**config.mk**
```make
export PLATFORM = sky130hd
export DESIGN_NAME = werw_ctrl
export DESIGN_NICKNAME = d
export VERILOG_FILES = /design/src/werw_pkg.sv /design/src/werw_ctrl.sv
export SDC_FILE = /design/constraint.sdc
export NUM_CORES = 1
export LEC_CHECK = 0
export ABC_AREA = 1
export BUFFER_PORTS_ARGS = -buffer_cell sky130_fd_sc_hd__buf_4
export CORE_AREA = 2 2 39 41
export CTS_CLUSTER_SIZE = 10
export DETAILED_ROUTE_END_ITERATION = 7
export DIE_AREA = 0 0 41 43
export GPL_TIMING_DRIVEN = 0
export HOLD_SLACK_MARGIN = 0.1
export PLACE_DENSITY = 0.43
export SKIP_LAST_GASP = 1
export SLEW_MARGIN = 0
export SYNTH_ARGS = -nofsm -noshare
export SYNTH_HDL_FRONTEND = slang
export SYNTH_SLANG_ARGS = --single-unit
```
**constraint.sdc**
```tcl
create_clock -name clock -period 2.46 [get_ports clock]
set_input_delay 0.123 -clock clock [delete_from_list [all_inputs] [get_ports clock]]
set_output_delay 0.123 -clock clock [all_outputs]
set_load 0.01 [all_outputs]
```
**src/werw_pkg.sv**
```systemverilog
// ----------------------------------------------------------------------------
// werw_pkg
// Types and constants shared by the winged-edge ring walker modules.
// ----------------------------------------------------------------------------
package werw_pkg;

   localparam int EdgeIdWidth = 11;
   localparam int FaceWidth   = 10;
   localparam int StatusWidth = 3;

   // Request kinds.
   localparam logic ReqWrite = 1'b0;
   localparam logic ReqWalk  = 1'b1;

   // Result status codes.
   localparam logic [StatusWidth-1:0] StatusOk       = 3'd0;
   localparam logic [StatusWidth-1:0] StatusSameFace = 3'd1;
   localparam logic [StatusWidth-1:0] StatusNoFace   = 3'd2;
   localparam logic [StatusWidth-1:0] StatusBadId    = 3'd3;
   localparam logic [StatusWidth-1:0] StatusTooLong  = 3'd4;

   // One winged-edge record as kept in the table.
   typedef struct packed {
      logic [FaceWidth-1:0]   left_face;
      logic [FaceWidth-1:0]   right_face;
      logic [EdgeIdWidth-1:0] left_next;
      logic [EdgeIdWidth-1:0] right_next;
   } edge_rec_type;

   localparam int RecWidth = $bits(edge_rec_type);

   // Commands from the controller to the datapath.
   typedef struct packed {
      logic wr_rec;     // store the record of the request being accepted
      logic load_walk;  // latch start edge and face of an accepted walk
      logic rd_rec;     // read the record of the current edge
      logic load_bad;   // build a bad-id result for the current edge
      logic eval;       // judge the record just read and build a result
      logic load_long;  // build the ring-too-long result
      logic advance;    // move on to the next edge of the ring
   } werw_cmd_type;

   // Status from the datapath to the controller.
   typedef struct packed {
      logic cur_ok;     // current edge id lies inside the table
      logic rsp_last;   // the held result ends the walk
      logic pend_long;  // a ring-too-long result follows the held one
   } werw_stat_type;

endpackage

```
**src/werw_ctrl.sv**
```systemverilog
// ----------------------------------------------------------------------------
// werw_ctrl
// Controller of the ring walker: takes requests, sequences the record
// reads of a walk and hands each result beat to the output channel.
// ----------------------------------------------------------------------------
module werw_ctrl
   import werw_pkg::*;
(
   input  logic          clock,
   input  logic          reset,
   input  logic          req_valid,
   input  logic          req_type,
   output logic          req_ready,
   output logic          rsp_valid,
   input  logic          rsp_ready,
   input  werw_stat_type stat,
   output werw_cmd_type  cmd
);

   localparam logic [1:0] StIdle  = 2'd0;
   localparam logic [1:0] StCheck = 2'd1;
   localparam logic [1:0] StEval  = 2'd2;
   localparam logic [1:0] StOut   = 2'd3;

   logic [1:0] state_ff;
   logic [1:0] state_in;
   logic       req_fire;
   logic       rsp_fire;

   assign req_ready = (state_ff == StIdle);
   assign rsp_valid = (state_ff == StOut);
   assign req_fire  = req_valid && req_ready;
   assign rsp_fire  = rsp_valid && rsp_ready;

   always_comb begin
      state_in = state_ff;
      cmd      = '0;
      case (state_ff)
         StIdle: begin
            if (req_fire) begin
               if (req_type == ReqWalk) begin
                  cmd.load_walk = 1'b1;
                  state_in      = StCheck;
               end else begin
                  cmd.wr_rec = 1'b1;
               end
            end
         end
         StCheck: begin
            if (stat.cur_ok) begin
               cmd.rd_rec = 1'b1;
               state_in   = StEval;
            end else begin
               cmd.load_bad = 1'b1;
               state_in     = StOut;
            end
         end
         StEval: begin
            cmd.eval = 1'b1;
            state_in = StOut;
         end
         StOut: begin
            if (rsp_fire) begin
               if (stat.rsp_last) begin
                  state_in = StIdle;
               end else if (stat.pend_long) begin
                  cmd.load_long = 1'b1;
               end else begin
                  cmd.advance = 1'b1;
                  state_in    = StCheck;
               end
            end
         end
         default: begin
            state_in = StIdle;
         end
      endcase
   end

   always_ff @(posedge clock) begin
      if (reset) begin
         state_ff <= StIdle;
      end else begin
         state_ff <= state_in;
      end
   end

endmodule

```
==> results.md <==
* Max incr delay on CP at 0.37 ns
* Final hold vios at 0
* Max rail drop VDD at 0.000340 V
* Fin area at 433 µm²
* Combined area of the multi-input logic cells at 193 µm²
* Row cnt at 14
* Critical-path cell list: ha_1, inv_1, nor4_1, buf_4
* Yosys top cell area share at 0.278
* Most frequent cells after synthesis: nand2_1, inv_1, nor2_1
* Post-CTS Resized at 0
* Synth Area per Inst at 6.43 µm²
* Fin crit period at 1.40 ns
* GPL Wtd Cong at 0.658
* Post-synth top area cell: ha_1
* Worst-Margin Slew at 0.227 ns
* Cell with the most instances after synthesis: nand2_1
* Remaining DRCs at 0
* Clk slew on worst S/H paths at 0.03 ns
* Finished Core Util at 0.313
* FMAX at 712 MHz
* DIE AREA at 0.00176 mm²
* Dpl ws at 1.27 ns
* Highest routed metal layer: met3
* Initial antenna violation count at 0
* CP delay by family, top: flip-flops
* Unrepaired setup endpoints after global routing: no
* Met2 wire length at 262 µm
* Critical Path Slowest Stage Cell: dfxtp_1
* Crit share post-route at 0.571
* Max reg flops at 2
* Initial DRC count at 0
* EDFF count, synth at 0
* Post-route ant nets at 0
* Layout cell share with drive strength beyond 1 at 0.377
* Post-Syn Area at 270 µm²
* CP endpoint kind: primary output
* PD cells at 875 mW/mm²
* Clk Latency, worst-skew pair at 0.22 ns
* Flip-flop and latch area at 40.0 µm²
* H-tree depth at 1
* Sequential area share after synthesis at 0.148
* Required time worst endpoint at 2.34 ns
* Die Ht at 43 µm
* Area growth syn-to-layout at 60.2%
* Inserted Diodes at 0
* Initial Util at 0.195
* Setup crit start kind: flip-flop
* Setup ws final at 1.06 ns
* GR Overflow Total at 0
* Port Buffers at 16
* Worst EP arrival at 1.28 ns
* Number of vias per cell at 3.90
* Mapped Cells at 42
* Root Driver: clkbuf_4
* Clock tree buffer depth at 2
* Setup TNS at 0 ns
* Drt first pass iters at 1
* Number of global-route vias before repair at 234
* Yosys Warn Count at 0
* CTS tree: done
* Synth cell types at 12
* GRT Overall Usage at 0.0721
* Post-DP Area at 410 µm²
* Static Leakage at 0.263 nW
* Via count at 300
* First-pass GRT wire length at 848 µm
* Post-CTS setup buffer count at 0
* Final setup fails at 0
* Core Region at 0.00138 mm²
* Slew Viols, Final at 0
* M1 wire length at 242 µm
* Number of fill cells at 168
* Yosys reg bits at 2
* Post-DP HPWL at 477 µm
* Top post-synthesis cells by area: ha_1, nand2_1, dfxtp_1
* Setup CP Type: reg2out
* CTS Buf Count at 3
* Fraction of registers with async set/reset at 0
* Max Cap Violations at 0
* Largest net degree at the start of global routing at 5
* Boundary Pins at 17
* Nets at 77
* Predominant post-synthesis flop cell: dfxtp_1
* CP Max Fanout at 4
* Met3 routed WL at 33 µm
* Final Hold Slack at 0.142 ns
* CP bufs+invs at 2
* Die span in x at 41 µm
* Outcome: finished clean
* Wirelength per Cell at 7.00 µm
* Post-Synthesis Net Count at 56
* HP Class: in2reg
* Largest Register: state_ff
* Rel. slew slack at 0.847
* Largest regs: state_ff x2
* WL final at 539 µm
* CTS Sinks at 2
* Clock skew at 0.00123 ns
* Cts hold-fix bufs at 0
## layout make-up
type / instances / area share
Inverter: 10 / 0.0867
Tap cell: 16 / 0.0462
Clock buffer: 3 / 0.0520
Multi-Input combinational cell: 30 / 0.445
Sequential cell: 2 / 0.0925
Timing Repair Buffer: 16 / 0.277
## final timing paths
kind / from / to / slack [ns] / cells after the start
worst max-delay path: state_ff[1]$_SDFFE_PP0P_ / cmd[0] / 1.06 / 4
worst min-delay path: reset / state_ff[1]$_SDFFE_PP0P_ / 0.14 / 4
worst max register to register: state_ff[0]$_SDFFE_PP0P_ / state_ff[1]$_SDFFE_PP0P_ / 1.29 / 6
worst min register to register: state_ff[1]$_SDFFE_PP0P_ / state_ff[1]$_SDFFE_PP0P_ / 0.65 / 4
## layout by cell type, fill, tap and decap left out, drive strengths merged
master,netlist,final
nor4,1,1
dfxtp,2,2
nand3,3,3
nor3,1,1
nor2,7,7
buf,0,16
ha,6,6
nand2,12,12
inv,10,10
clkbuf,0,3
## metal layers
metal  vias to the layer above  track usage
met5                         -            0
met4                         0       0.0600
met3                         0       0.0314
met2                         9        0.109
met1                       127       0.0701
li1                        164            -
## cell families (layout without fill, tap and decap cells)
| logic type | after synthesis | count (layout) | synth area share |
|---|---|---|---|
| AND/OR/NAND/NOR | 24 | 24 | 0.435 |
| buffers and inverters | 10 | 29 | 0.139 |
| adder cells (fa/ha/maj) | 6 | 6 | 0.278 |
| flip-flops | 2 | 2 | 0.148 |
## metrics by stage
step           power [mW]  cells
2_1_floorplan       0.227     42
3_3_place_gp        0.317     74
3_5_place_dp        0.316     74
4_1_cts             0.393     77
5_1_grt             0.424     77
6_report            0.379     77
## power by group
group | internal (mW) | total [mW] | switching, mW
clock | 0.0537 | 0.0714 | 0.0176
combinational | 0.114 | 0.244 | 0.130
sequential | 0.0476 | 0.0634 | 0.0158
## worst reg2reg max path, delay by kind of cell (launching register included)
kind	cells	cell delay, ns
buffers and inverters	1	0.11
adders and majority gates	1	0.26
DFF	1	0.37
and+or+nand+nor	4	0.33
No activity file was read; power rests on OpenSTA's default activity.
